--- src/fsng_pkg.sv ---
package fsng_pkg;

  typedef logic [7:0] byte_t;
  typedef logic [3:0] pos_t;

  localparam int SN_LEN    = 11;
  localparam int BASE_MAX  = 8;
  localparam int EXT_MAX   = 3;
  localparam int BASE_KEEP = 6;

  localparam pos_t POS_LAST = pos_t'(SN_LEN - 1);
  localparam pos_t POS_TILDE = pos_t'(BASE_KEEP);
  localparam pos_t POS_ONE   = pos_t'(BASE_KEEP + 1);
  localparam pos_t POS_EXT   = pos_t'(BASE_MAX);

  localparam byte_t CHAR_SPACE = 8'h20;
  localparam byte_t CHAR_DOT   = 8'h2E;
  localparam byte_t CHAR_UNDER = 8'h5F;
  localparam byte_t CHAR_TILDE = 8'h7E;
  localparam byte_t CHAR_ONE   = 8'h31;
  localparam byte_t CHAR_LOW_A = 8'h61;
  localparam byte_t CHAR_LOW_Z = 8'h7A;
  localparam byte_t CASE_GAP   = 8'h20;

  function automatic byte_t map_char(input byte_t c);
    byte_t r;
    case (c) inside
      8'h00, 8'h09, 8'h0A, 8'h0D, 8'h20, 8'h22, 8'h2A, 8'h2B, 8'h2C, 8'h2E, 8'h2F,
      8'h3A, 8'h3B, 8'h3C, 8'h3D, 8'h3E, 8'h3F, 8'h5B, 8'h5C, 8'h5D, 8'h7C: begin
        r = CHAR_UNDER;
      end
      default: begin
        if (c >= CHAR_LOW_A && c <= CHAR_LOW_Z) begin
          r = c - CASE_GAP;
        end else begin
          r = c;
        end
      end
    endcase
    return r;
  endfunction

  function automatic byte_t rot_add(input byte_t sum, input byte_t b);
    return {sum[0], sum[7:1]} + b;
  endfunction

endpackage

--- src/fsng_if.sv ---
interface fsng_char_if;
  logic               valid;
  logic               ready;
  fsng_pkg::byte_t    name_char;
  logic               last_char;

  modport source (output valid, name_char, last_char, input ready);
  modport sink   (input valid, name_char, last_char, output ready);
endinterface

interface fsng_short_if;
  logic               valid;
  logic               ready;
  fsng_pkg::byte_t    short_char;
  fsng_pkg::pos_t     position;
  fsng_pkg::byte_t    checksum;
  logic               last_result;

  modport source (output valid, short_char, position, checksum, last_result, input ready);
  modport sink   (input valid, short_char, position, checksum, last_result, output ready);
endinterface

--- src/fat_short_name_generator.sv ---
// The first short-name word is registered once the final name word has set the flush flag
// and the output register is free; the 11 short-name words shift out of the name store
// one per cycle, and the store takes no name word during that flush.
// The flush stalls with the output register while its word is not taken.
// Reset: counters, flags and checksum clear, the name store fills with spaces.
module fat_short_name_generator (
  input  logic         clk,
  input  logic         rst,
  fsng_char_if.sink    chars,
  fsng_short_if.source sname
);

  fsng_pkg::byte_t sn [fsng_pkg::SN_LEN];
  logic [3:0]      base_count;
  logic [1:0]      ext_count;
  logic            dot_seen;
  logic            flushing;
  fsng_pkg::pos_t  idx;
  fsng_pkg::byte_t sum;

  logic            take;
  logic            load;
  logic            base_over;
  fsng_pkg::byte_t mapped;
  fsng_pkg::byte_t emit_byte;
  fsng_pkg::byte_t sum_next;
  logic            emit_last;

  assign chars.ready = !flushing;
  assign take        = chars.valid && !flushing;
  assign load        = flushing && (!sname.valid || sname.ready);
  assign base_over   = base_count > 4'(fsng_pkg::BASE_MAX);
  assign mapped      = fsng_pkg::map_char(chars.name_char);
  assign emit_last   = idx == fsng_pkg::POS_LAST;

  always_comb begin
    if (base_over && idx == fsng_pkg::POS_TILDE) begin
      emit_byte = fsng_pkg::CHAR_TILDE;
    end else if (base_over && idx == fsng_pkg::POS_ONE) begin
      emit_byte = fsng_pkg::CHAR_ONE;
    end else begin
      emit_byte = sn[0];
    end
    sum_next = fsng_pkg::rot_add(sum, emit_byte);
  end

  always_ff @(posedge clk) begin
    if (rst) begin
      for (int i = 0; i < fsng_pkg::SN_LEN; i++) begin
        sn[i] <= fsng_pkg::CHAR_SPACE;
      end
      base_count  <= '0;
      ext_count   <= '0;
      dot_seen    <= 1'b0;
      flushing    <= 1'b0;
      idx         <= '0;
      sum         <= '0;
      sname.valid <= 1'b0;
    end else begin
      if (take) begin
        if (!dot_seen && chars.name_char == fsng_pkg::CHAR_DOT) begin
          dot_seen <= 1'b1;
        end else if (!dot_seen) begin
          if (base_count < 4'(fsng_pkg::BASE_MAX)) begin
            sn[base_count] <= mapped;
          end
          if (base_count <= 4'(fsng_pkg::BASE_MAX)) begin
            base_count <= base_count + 4'd1;
          end
        end else if (ext_count < 2'(fsng_pkg::EXT_MAX)) begin
          sn[fsng_pkg::POS_EXT + {2'b00, ext_count}] <= mapped;
          ext_count <= ext_count + 2'd1;
        end
        if (chars.last_char) begin
          flushing <= 1'b1;
        end
      end
      if (load) begin
        for (int i = 0; i < fsng_pkg::SN_LEN - 1; i++) begin
          sn[i] <= sn[i + 1];
        end
        sn[fsng_pkg::SN_LEN - 1] <= fsng_pkg::CHAR_SPACE;
        sname.valid       <= 1'b1;
        sname.short_char  <= emit_byte;
        sname.position    <= idx;
        sname.last_result <= emit_last;
        sname.checksum    <= emit_last ? sum_next : '0;
        if (emit_last) begin
          flushing   <= 1'b0;
          idx        <= '0;
          sum        <= '0;
          base_count <= '0;
          ext_count  <= '0;
          dot_seen   <= 1'b0;
        end else begin
          idx <= idx + 4'd1;
          sum <= sum_next;
        end
      end else if (sname.ready) begin
        sname.valid <= 1'b0;
      end
    end
  end

endmodule

--- src/flat_wrapper.sv ---
// flat-port wrapper written by rule: the top's interface ports become plain ports
module fat_short_name_generator_flat 
  (clk, rst, chars_valid, chars_name_char, chars_last_char, chars_ready, sname_valid, sname_short_char, sname_position, sname_checksum, sname_last_result, sname_ready);
  fsng_char_if chars_i ();
  fsng_short_if sname_i ();
  input  logic clk;
  input  logic rst;
  input wire logic [$bits(chars_i.valid)-1:0] chars_valid;
  input wire logic [$bits(chars_i.name_char)-1:0] chars_name_char;
  input wire logic [$bits(chars_i.last_char)-1:0] chars_last_char;
  output wire logic [$bits(chars_i.ready)-1:0] chars_ready;
  output wire logic [$bits(sname_i.valid)-1:0] sname_valid;
  output wire logic [$bits(sname_i.short_char)-1:0] sname_short_char;
  output wire logic [$bits(sname_i.position)-1:0] sname_position;
  output wire logic [$bits(sname_i.checksum)-1:0] sname_checksum;
  output wire logic [$bits(sname_i.last_result)-1:0] sname_last_result;
  input wire logic [$bits(sname_i.ready)-1:0] sname_ready;
  assign chars_i.valid = chars_valid;
  assign chars_i.name_char = chars_name_char;
  assign chars_i.last_char = chars_last_char;
  assign chars_ready = chars_i.ready;
  assign sname_valid = sname_i.valid;
  assign sname_short_char = sname_i.short_char;
  assign sname_position = sname_i.position;
  assign sname_checksum = sname_i.checksum;
  assign sname_last_result = sname_i.last_result;
  assign sname_i.ready = sname_ready;
  fat_short_name_generator u_core (.clk(clk), .rst(rst), .chars(chars_i), .sname(sname_i));
endmodule
--- config.mk ---
export PLATFORM = sky130hd
export DESIGN_NAME = fat_short_name_generator_flat
export DESIGN_NICKNAME = d
export VERILOG_FILES = /design/src/fsng_pkg.sv /design/src/fsng_if.sv /design/src/fat_short_name_generator.sv /design/src/flat_wrapper.sv
export SDC_FILE = /design/constraint.sdc
export NUM_CORES = 1
export LEC_CHECK = 0
export BUFFER_PORTS_ARGS = -buffer_cell sky130_fd_sc_hd__clkbuf_2
export CORE_MARGIN = 2
export CORE_UTILIZATION = 45
export DETAILED_ROUTE_END_ITERATION = 12
export SLEW_MARGIN = 10
export SYNTH_ARGS = -nofsm -noshare
export SYNTH_HDL_FRONTEND = slang
export SYNTH_SLANG_ARGS = --single-unit
--- constraint.sdc ---
create_clock -name clk -period 8.65 [get_ports clk]
set_clock_uncertainty 0.05 [all_clocks]
set_input_delay 0.4325 -clock clk [delete_from_list [all_inputs] [get_ports clk]]
set_output_delay 0.4325 -clock clk [all_outputs]
set_load 0.01 [all_outputs]
== Yosys cells after proc, flatten, opt, wreduce, memory -nomap -nowiden ==
Memories as Yosys holds them, arrays and structs flattened.
Cells that the tools add are included.

* Memory bits (writable): 88
* Output and inout bits: 23
* Flip-flop bits (word level): 42
* Word-level logic and storage cells: 137
* Input bits: 13
* Memories: 1

* Bitwise gates (word level): 12
* Eq/ne operators: 23
* Reduce and logical (&&, ||, !) cells: 16
* Add/subtract/negate cells: 6
* Muxes and demuxes: 62
* Magnitude comparators: 6

{| class="wikitable"
|+ Memory list
! memory !! depth !! width !! rd ports !! clocked after memory_dff !! wr ports !! line !! source
|-
| u_core.sn || 11 || 8 || 11 || 0 || 11 || fat_short_name_generator.sv:13 || <nowiki>fsng_pkg::byte_t sn [fsng_pkg::SN_LEN];</nowiki>
|}

{| class="wikitable"
|+ Operators by type and width
! cell !! count
|-
| 2-to-1 mux 8 bit || 18
|-
| equality test 8 x 6 -> 1 bit, second input constant || 13
|-
| 2-to-1 mux 4 bit || 9
|-
| equality test 8 x 7 -> 1 bit, second input constant || 4
|-
| 2-to-1 mux 1 bit || 29
|-
| equality test 8 x 4 -> 1 bit, second input constant || 3
|-
| OR reduction 21 bit || 1
|-
| OR reduction 8 bit || 2
|-
| 2-to-1 mux 2 bit || 6
|-
| bitwise OR 1 bit || 11
|-
| adder 4 x 1 -> 4 bit, second input constant || 2
|-
| adder 8 bit || 1
|-
| equality test 4 x 3 -> 1 bit, second input constant || 2
|-
| >= comparator 8 x 7 -> 1 bit, second input constant || 1
|-
| <= comparator 8 x 7 -> 1 bit, second input constant || 1
|-
| zero test 8 bit || 1
|-
| subtractor 8 x 6 -> 8 bit, second input constant || 1
|-
| logical AND 1 bit || 6
|-
| adder 4 x 2 -> 4 bit, first input constant || 1
|-
| equality test 4 bit, second input constant || 1
|-
| greater-than comparator 4 bit, second input constant || 1
|-
| <= comparator 4 bit, second input constant || 1
|-
| < comparator 4 bit, second input constant || 1
|-
| zero test 1 bit || 3
|-
| 6 further kinds || 6
|}

== Logic depth before layout (Yosys ltp) ==
Gate-level depths: netlist (run 1).

* Depth after elaboration: 10
* Gate-level depth with buffers: 13
* Mapped depth without buffers: 13

== Worst setup path after synthesis (run 1) ==
OpenSTA, ideal clock, no wires.

* Path type: register to register
* From: register u_core.base_count[0]
* To: register u_core.sname.checksum[6], data pin
* Data required time: 8.345 ns
* Library setup time: 0.255 ns
* Slack: 5.588 ns
* Stages on the path, launching flop included: 14
* Arrival: 2.757 ns
* Path through: dfxtp_1 inv_1 ha_1 nand2b_1 nand4_1 mux2_2 ha_1 inv_1 fa_1 nor2b_1 o31a_1 o21a_1 or3_1 and3_1

* Longest elaborated chain between the ends: 5
* Elaborated cells on any way between the ends: 6
* Classes of those cells: 1 x add/sub; 1 x order compare; 2 x mux; 2 x reduce/logical

{| class="wikitable"
|+ RTL lines
! item !! line !! source
|-
| from (decl) || fat_short_name_generator.sv:14 || <nowiki>logic [3:0] base_count;</nowiki>
|-
| from (signal assigned) || fat_short_name_generator.sv:68 || <nowiki>base_count <= base_count + 4'd1;</nowiki>
|-
| greater-than comparator 4 bit * || fat_short_name_generator.sv:32 || <nowiki>assign base_over = base_count > 4'(fsng_pkg::BASE_MAX);</nowiki>
|-
| logical AND 1 bit || fat_short_name_generator.sv:39 || <nowiki>end else if (base_over && idx == fsng_pkg::POS_ONE) begin</nowiki>
|-
| 2-to-1 mux 8 bit || fat_short_name_generator.sv:39 ||
|-
| 2-to-1 mux 8 bit * || fat_short_name_generator.sv:37 || <nowiki>if (base_over && idx == fsng_pkg::POS_TILDE) begin</nowiki>
|-
| via u_core.emit_byte[0] || fat_short_name_generator.sv:25 || <nowiki>fsng_pkg::byte_t emit_byte;</nowiki>
|-
| adder 8 bit * || fsng_pkg.sv:44 || <nowiki>return {sum[0], sum[7:1]} + b;</nowiki>
|-
| to (signal assigned) || fat_short_name_generator.sv:87 || <nowiki>sname.checksum <= emit_last ? sum_next : '0;</nowiki>
|-
| to (decl) || fsng_if.sv:19 || <nowiki>modport source (output valid, short_char, position, checksum, last_result, input ready);</nowiki>
|}

The timed path passes the listed nets; every way through them passes the cells marked *.
A chain may end at the register's enable or synchronous reset.

== Final worst setup path (run 1) ==
Same ends and word-level chain as after synthesis.

==> metrics, run 1 <==
status complete, no violations; Comb power frac 14.0%; H-tree levels 4; Post-CTS Setup Repair Bufs 0; Synth Register Bits 130; Critical Path RT 8.77 ns; drt drc 0; Fill cells 1,125; Yosys cell types 54; Synth Instances 485; WL/cell 16.7 µm; largest net degree at the start of global routing 79; final net count 542; leakage dissipation 2.55 nW; switch share 24.9%; Synth top area share 55.0%; Setup CP Type register to register; # IOs 36; PortBufs 35; DRT iter0 DRCs 278; min cycle time layout 3.39 ns; leading area contributor after synthesis edfxtp_1; Via density 5.58; Hold Vio Cnt, Final 0; internal power 1.36 mW; row cnt 42; Final setup viols 0; Reg power frac 45.8%; Setup WS post-layout 5.26 ns; CTS clk-pin slew, worst paths 0.06 ns; MaxCap Viol Count 0; Initial Util 45.5%; total die area 0.0142 mm²; Worst setup EP type register; total wire length 11.8 mm; Max VDD drop 0.142 mV; die height 119 µm; mean area per synthesized cell 12.3 µm²; Main synth FF type edfxtp_1; dpl ws 5.27 ns; PD cells 264 mW/mm²; CP Launch Type register; DRT Pass-1 Iters 4; FFs w/ async S/R, synth 0%; global route total overflow 0; Root Driver clkbuf_16; Slew Limit Fails 0; synth warn 0; via count 3,936; worst skew pair latency 0.42 ns; dpl hpwl 8.34 mm; Die Wd 119 µm; post-layout util 52.3%; register area share after synthesis 62.0%; CTS tree done; Post-synth EDFFs 109; fmax 0.295 GHz; unrepaired setup endpoints after global routing false; P_sw 450 µW; Area Overhead vs Synth 15.0%; Hold-fix buffers, CTS 0; Net Count, Synth 511; ratio of cells with drive above 1 in the final layout 14.4%; setup_tns 0 ns; core area 0.0131 mm²; vias in the first global route 3,858; initial antenna violation count 0; measured slew at the worst slew-check pin 0.934 ns; all-layer global routing usage 17.8%; first-pass GRT wire length 19.4 mm; top post-synthesis cells by area edfxtp_1, a22o_1, dfxtp_1, nand2_1, ha_1; Clock Path Buffers 2; n_diodes 0; Final period util 39.2%; Final ANT Viol Nets 0; Clock Sinks 130; Worst EP arrival 3.51 ns; Gates resized, CTS repair 0; clock share of power 40.2%; Routability Congestion 0.824; TritonCTS buffer count 17; Netlist Area Pre-Place 0.00595 mm²; Worst Hold Class input port to register; Worst Path Max Fanout 8; Slew headroom 37.3%
-- logic make-up (layout without fill, tap and decap cells) --
logic type      Yosys count  after routing  share of synthesized area [%]
simple gates            154            154                           13.0
xor+xnor                 11             11                           1.62
flops                   130            130                           62.0
mux                       1              1                          0.189
buf+inv                  40             84                           3.11
compound gates          136            136                           17.2
fa+ha+maj                13             13                           2.86
-- worst paths after layout --
check	slack, ns	from	cells after the start	end
max	5.26	u_core.base_count[0]$_SDFF_PP0_	13	u_core.sname.checksum[6]$_SDFFCE_PN0P_
min	0.25	sname_ready	3	u_core.sname.valid$_SDFFE_PP0P_
min reg2reg	0.42	u_core.sum[1]$_SDFFE_PP0P_	2	u_core.sum[1]$_SDFFE_PP0P_
max reg2reg	5.26	u_core.base_count[0]$_SDFF_PP0_	13	u_core.sname.checksum[6]$_SDFFCE_PN0P_
-- synthesized netlist by cell type (all sizes together), types with 3 or more instances --
| library cell | count |
|---|---|
| clkbuf | 17 |
| nor2b | 12 |
| o21ai | 28 |
| a31oi | 3 |
| a21oi | 9 |
| a22o | 55 |
| nand2b | 6 |
| o22a | 12 |
| nor3 | 7 |
| o21a | 3 |
| a41oi | 3 |
| nor2 | 33 |
| edfxtp | 109 |
| a21o | 6 |
| buf | 11 |
| xnor2 | 7 |
| or4 | 4 |
| xor2 | 4 |
| or3 | 8 |
| inv | 12 |
| and2 | 7 |
| dfxtp | 21 |
| and3 | 3 |
| o22ai | 4 |
| ha | 12 |
| nand2 | 54 |
| nand3 | 9 |
-- metrics by stage --
stage	total power, mW	hold WS [ns]	cells	cell area (µm²)
after global placement	1.09	0.399	673	6250
after global routing	1.89	0.271	705	6840
after detailed placement	1.09	0.405	673	6250
after CTS	1.82	0.238	705	6840
final	1.81	0.254	705	6840
after floorplan	1.02	0.356	485	5950
-- power groups by stage --
stage               Clock, mW  Combinational (mW)  Sequential [mW]
detailed placement          0               0.254            0.841
global placement            0               0.249            0.839
global route            0.767               0.282            0.838
finish                  0.726               0.253            0.828
floorplan                   0               0.185            0.832
CTS                     0.738               0.255            0.829
-- layer usage --
metal | vias to the layer above | GRT usage [%] | share of wire (%)
li1 | 1910 | - | -
met3 | 19 | 3.83 | 3.5
met2 | 78 | 29.1 | 50
met4 | 0 | 9.60 | 2.1
met1 | 1929 | 22.1 | 45
met5 | - | 0 | 0
-- sequential cells by signal, indices dropped and copies added (netlist names) --
signal                    count
u_core.base_count             4
u_core.dot_seen               1
u_core.ext_count              2
u_core.flushing               1
u_core.idx                    4
u_core.sn                    88
u_core.sname.checksum         8
u_core.sname.last_result      1
u_core.sname.position         4
u_core.sname.short_char       8
u_core.sname.valid            1
u_core.sum                    8
-- placed cells by master, fill, tap and decap left out, types with 7 or more instances in the layout --
master     netlist  final
edfxtp_1       109    109
a22o_1          55     55
nand2_1         54     54
ha_1            12     12
xnor2_1          7      7
nand3_1          9      9
a21oi_1          9      9
inv_1           11     11
o21ai_0         20     19
nor2_1          33     33
and2_1           7      7
or3_1            8      8
nor2b_1         12     12
clkbuf_2         0     35
nor3_1           7      7
o22a_1          12     12
o21ai_1          8      9
dfxtp_1         21     21
clkbuf_16        0     17
-- critical path, cell delays in order (launching register included) --
cell,delay [ns]
dfxtp_1,0.42
inv_1,0.15
ha_1,0.22
nand2b_1,0.10
nand4_1,0.31
mux2_2,0.40
ha_1,0.21
inv_1,0.07
fa_1,0.20
nor2b_1,0.07
o31a_1,0.26
o21a_1,0.17
or3_1,0.32
and3_1,0.19
-- area by class of cell --
cell class	instances	area, µm²	area share (%)
clock buffer	18	429	6.27
sequential	130	3690	54.0
multi-input combinational	315	2070	30.3
clock inverter	14	169	2.47
timing repair buffer	40	213	3.11
tap	176	220	3.22
inverter	12	45.0	0.658
(Power assumes the default switching activity.)
==> run 2: changes to the inputs <==
- clock period: 8.65 -> 3.3 ns (I/O delays scaled with it)
==> run 2 against run 1 <==
Compared with the run above:
- first-iteration DRC count is 20% higher
- total power rose to 2.7 times the previous value
- routed wire length rose by 4.1%
- sequential share of layout area fell by 0.71 points
- hold slack worse by 0.19 ns
- final area grew 1.4%
- core utilization grew 0.76 points
- cell count up 0.99%
- setup slack lost 5.1 ns
- count of clock-buffer cells in the layout down 1
- highest routed layer unchanged
==> metrics, run 2 (synthesis results as in run 1) <==
Worst setup EP type register; CP Launch Type register; unrepaired setup endpoints after global routing false; measured slew at the worst slew-check pin 0.953 ns; Worst Path Max Fanout 6; largest net degree at the start of global routing 53; Fill cells 1,115; Max VDD drop 0.371 mV; PD cells 695 mW/mm²; dpl hpwl 8.48 mm; vias in the first global route 3,979; Slew headroom 36.0%; max reg flops 88; Final period util 94.8%; DRT Pass-1 Iters 4; global route total overflow 0; row cnt 42; CTS clk-pin slew, worst paths 0.06 ns; TritonCTS buffer count 17; min cycle time layout 3.13 ns; Final Power 4.83 mW; initial antenna violation count 0; total die area 0.0142 mm²; Setup CP Type register to register; DRT iter0 DRCs 334; via count 4,002; final net count 549; Die Wd 119 µm; total wire length 12.2 mm; Clock Sinks 130; most frequent cells in the layout edfxtp_1, a22o_1, nand2_1; Slowest-stage cell, CP dfxtp_4; leakage dissipation 2.61 nW; post-route insts no fill 712; Final setup viols 0; fmax 0.319 GHz; worst hold margin 0.0604 ns; MaxCap Viol Count 0; worst skew pair latency 0.42 ns; Root Driver clkbuf_16; all-layer global routing usage 18.2%; Top reg by flops u_core.sn; critical-path cell list inv_2 > ha_1 > nand2b_1 > nand4_1 > mux2_4 > ha_1 > inv_1 > fa_2 > nor2b_1 > o31a_1 > o21a_1 > or3_1 > and3_1; Final Cell Area 0.00694 mm²; Critical Path RT 3.42 ns; drt drc 0; Routability Congestion 0.823; ratio of cells with drive above 1 in the final layout 16.0%; Hold Vio Cnt, Final 0; cell area after placement 0.00629 mm²; Via density 5.62; H-tree levels 4; Slew Limit Fails 0; cell mode on critical path ha_1; Area Overhead vs Synth 16.6%; first-pass GRT wire length 20.0 mm; Worst R2R Setup Slack 0.17 ns; most common cell after layout, fill and taps aside edfxtp_1; core area 0.0131 mm²; n_diodes 0; Crit path largest cell delay 0.38 ns; Worst Hold Class input port to register; # IOs 36; PortBufs 35; status complete, no violations; Clock Path Buffers 2; Final ANT Viol Nets 0; WL/cell 17.2 µm; Worst EP arrival 3.25 ns; Initial Util 45.5%; CTS tree done; Inst Count DP 677; die height 119 µm; setup_tns 0 ns
-- run 2: cell types whose count changed in the layout (fill, tap and decap cells not counted), sizes merged --
cell | previous run | this run
clkinvlp | 2 | 1
inv | 12 | 14
clkbuf | 53 | 52
buf | 5 | 9
dlygate4sd3 | 0 | 3
-- run 2: power by group --
| part | switching, mW | internal, mW |
|---|---|---|
| registers | 0.0960 | 2.08 |
| logic | 0.436 | 0.256 |
| clock network | 0.705 | 1.26 |
| total | 1.24 | 3.59 |
-- run 2: layer usage --
metal,track usage (%),part of all wire (%)
met1,22.7,45
met3,5.56,3.2
met5,0,0
met2,30.5,51
met4,5.65,1.1
-- run 2: worst paths after layout --
path | start | end | cells after the start
max | u_core.base_count[0]$_SDFF_PP0_ | u_core.sname.checksum[6]$_SDFFCE_PN0P_ | 13
min | chars_last_char | u_core.flushing$_SDFF_PP0_ | 3
max reg2reg | u_core.base_count[0]$_SDFF_PP0_ | u_core.sname.checksum[6]$_SDFFCE_PN0P_ | 13
min reg2reg | u_core.sum[1]$_SDFFE_PP0P_ | u_core.sum[1]$_SDFFE_PP0P_ | 2
-- run 2: timing repair --
| action | 4_1_cts | 5_1_grt |
|---|---|---|
| setup buffers | 0 | 0 |
| endpoints found under the hold margin | 2 | 0 |
| setup endpoints to repair | 0 | 2 |
| gates resized for setup | 0 | 5 |
| hold buffers | 3 | 0 |
-- run 2: metrics by stage --
stage                     setup slack, ns  util [%]
after floorplan                     0.238         -
after global placement              0.202      48.1
after detailed placement           0.0977      48.1
after CTS                          0.0754      53.0
after global routing               0.0249      53.1
final                               0.170      53.1
-- run 2: final cells by class --
type	instances	area [µm²]	area share [%]
clock inverters	15	189	2.72
flip-flops and latches	130	3700	53.3
well taps	176	220	3.17
multi-input cells	315	2080	30.0
clock buffers	17	425	6.13
inverters	12	45.0	0.649
repair buffers	47	285	4.11
-- run 2: worst max-delay path, delay by kind of cell (launching register included) --
kind            cells  cell delay (ns)
fa+ha+maj           3             0.63
flops               1             0.38
compound gates      2             0.43
simple gates        5             0.89
buf+inv             2             0.15
mux                 1             0.36
==> run 3: changes to the inputs <==
- CORE_UTILIZATION: 45 -> 26
==> run 3 against run 2 <==
Compared with the run above:
- hold slack worse by 0.027 ns
- register-to-register slack better by 0.04 ns
- total power up 1.2%
- sequential power about the same
- global-route usage down 8.1 points
- fmax up 1.3%
- largest cell class unchanged
- highest routed layer unchanged
==> metrics, run 3 (synthesis results as in run 1) <==
WL/cell 14.5 µm; PortBufs 35; die height 155 µm; Critical Path RT 3.41 ns; Root Driver clkbuf_16; Worst setup EP type register; Crit path largest cell delay 0.33 ns; drt drc 0; Final setup viols 0; status complete, no violations; dpl ws 0.180 ns; row cnt 55; MaxCap Viol Count 0; Final ANT Viol Nets 0; total wire length 11.9 mm; Die Wd 155 µm; CTS tree done; critical-path cell list inv_1 > ha_1 > nand2b_1 > nand4_1 > buf_4 > nor2_2 > a21o_1 > ha_1 > nor2b_1 > o31a_1 > o21a_1 > or3_1 > and3_1; most common cell after layout, fill and taps aside edfxtp_1; Area Overhead vs Synth 19.3%; worst skew pair latency 0.42 ns; max reg flops 88; most frequent cells in the layout edfxtp_1, a22o_1, nand2_1; min cycle time layout 3.09 ns; Final Power 4.88 mW; Setup CP Type register to register; cell mode on critical path ha_1; Sequential Area 0.00369 mm²; n_diodes 0; Setup WS post-layout 0.210 ns; Slowest-stage cell, CP dfxtp_1; leakage dissipation 2.61 nW; largest net degree at the start of global routing 52; worst hold margin 0.0336 ns; H-tree levels 4; CP Launch Type register; unrepaired setup endpoints after global routing false; final net count 550; total die area 0.0241 mm²; fmax 0.324 GHz; Hold Path Stages 2; Worst EP arrival 3.20 ns; ratio of cells with drive above 1 in the final layout 16.2%; WP depth 13; Top reg by flops u_core.sn; worst reg-to-reg path cell count 13; PD cells 688 mW/mm²; Worst Hold Class input port to register; Final period util 93.6%; vias in the first global route 3,864; via count 3,915; delay-heaviest family, CP simple AND/OR/NAND/NOR gates; DRT Pass-1 Iters 6; Routability Congestion 0.814; Fill cells 2,252; global route total overflow 0; setup_tns 0 ns; initial antenna violation count 0; Initial Util 26.4%; multi-input logic area 0.00208 mm²; # IOs 36; dpl hpwl 8.63 mm; first-pass GRT wire length 19.6 mm; DRT iter0 DRCs 319; Buf/Inv on CP 2; Clock Path Buffers 2; Slew Limit Fails 0; Max VDD drop 0.413 mV; Clock Sinks 130; CTS clk-pin slew, worst paths 0.06 ns; Worst Path Max Fanout 7; core area 0.0226 mm²; measured slew at the worst slew-check pin 0.705 ns; TritonCTS buffer count 17; Hold Vio Cnt, Final 0; Slew headroom 52.8%; all-layer global routing usage 10.1%; Via density 4.76
run 3: changes by cell type in the layout (fill, tap and decap cells not counted), moves of 2 or more:
cell / change
clkinv_1: -2
dlygate4sd3_1: -2
clkinv_2: -2
buf_4: +3
clkbuf_1: +2
run 3: final cells by class:
class	count	area share [%]
flip-flops and latches	130	52.0
multi-input cells	315	29.2
clock buffers	19	6.10
well taps	285	5.02
repair buffers	48	4.05
clock inverters	13	2.94
inverters	12	0.634
run 3: timing repair:
| item | CTS | global route |
|---|---|---|
| hold endpoints to repair | 1 | 0 |
| endpoints found under the setup margin | 0 | 1 |
| buffers inserted | 0 | 0 |
| hold buffers | 1 | 0 |
| gates resized for setup | 0 | 1 |
run 3: per-stage QoR:
step	instances	utilization [%]	cell area, µm²
after detailed placement	789	28.6	6450
final	822	31.5	7100
after CTS	822	31.5	7100
after floorplan	485	-	5950
after global placement	789	28.6	6450
after global routing	822	31.5	7100
run 3: report_power, final:
part	internal [mW]	switching [mW]	leakage (nW)
registers	2.07	0.0874	1.27
clock network	1.34	0.696	0.305
logic	0.257	0.429	1.04
run 3: final timing paths:
check                                                      from                                endpoint  slack [ns]
worst min register to register       u_core.sum[1]$_SDFFE_PP0P_              u_core.sum[1]$_SDFFE_PP0P_        0.42
worst max register to register  u_core.base_count[0]$_SDFF_PP0_  u_core.sname.checksum[6]$_SDFFCE_PN0P_        0.21
worst max-delay path            u_core.base_count[0]$_SDFF_PP0_  u_core.sname.checksum[6]$_SDFFCE_PN0P_        0.21
worst min-delay path                                        rst         u_core.sname.valid$_SDFFE_PP0P_        0.03
run 3: worst reg2reg max path, stage by stage, from the launching register on:
cell      delay, ns
dfxtp_1        0.33
inv_1          0.10
ha_1           0.22
nand2b_1       0.13
nand4_1        0.16
buf_4          0.20
nor2_2         0.15
a21o_1         0.14
ha_1           0.27
nor2b_1        0.16
o31a_1         0.27
o21a_1         0.18
or3_1          0.32
and3_1         0.18
run 3: metal layers:
| metal | vias to the layer above | global-route usage [%] | part of all wire (%) |
|---|---|---|---|
| met5 | - | 0 | 0 |
| met4 | 0 | 2.88 | 0.30 |
| met3 | 5 | 2.03 | 3.4 |
| met2 | 75 | 17.3 | 49 |
| met1 | 1905 | 13.0 | 47 |
| li1 | 1930 | - | - |
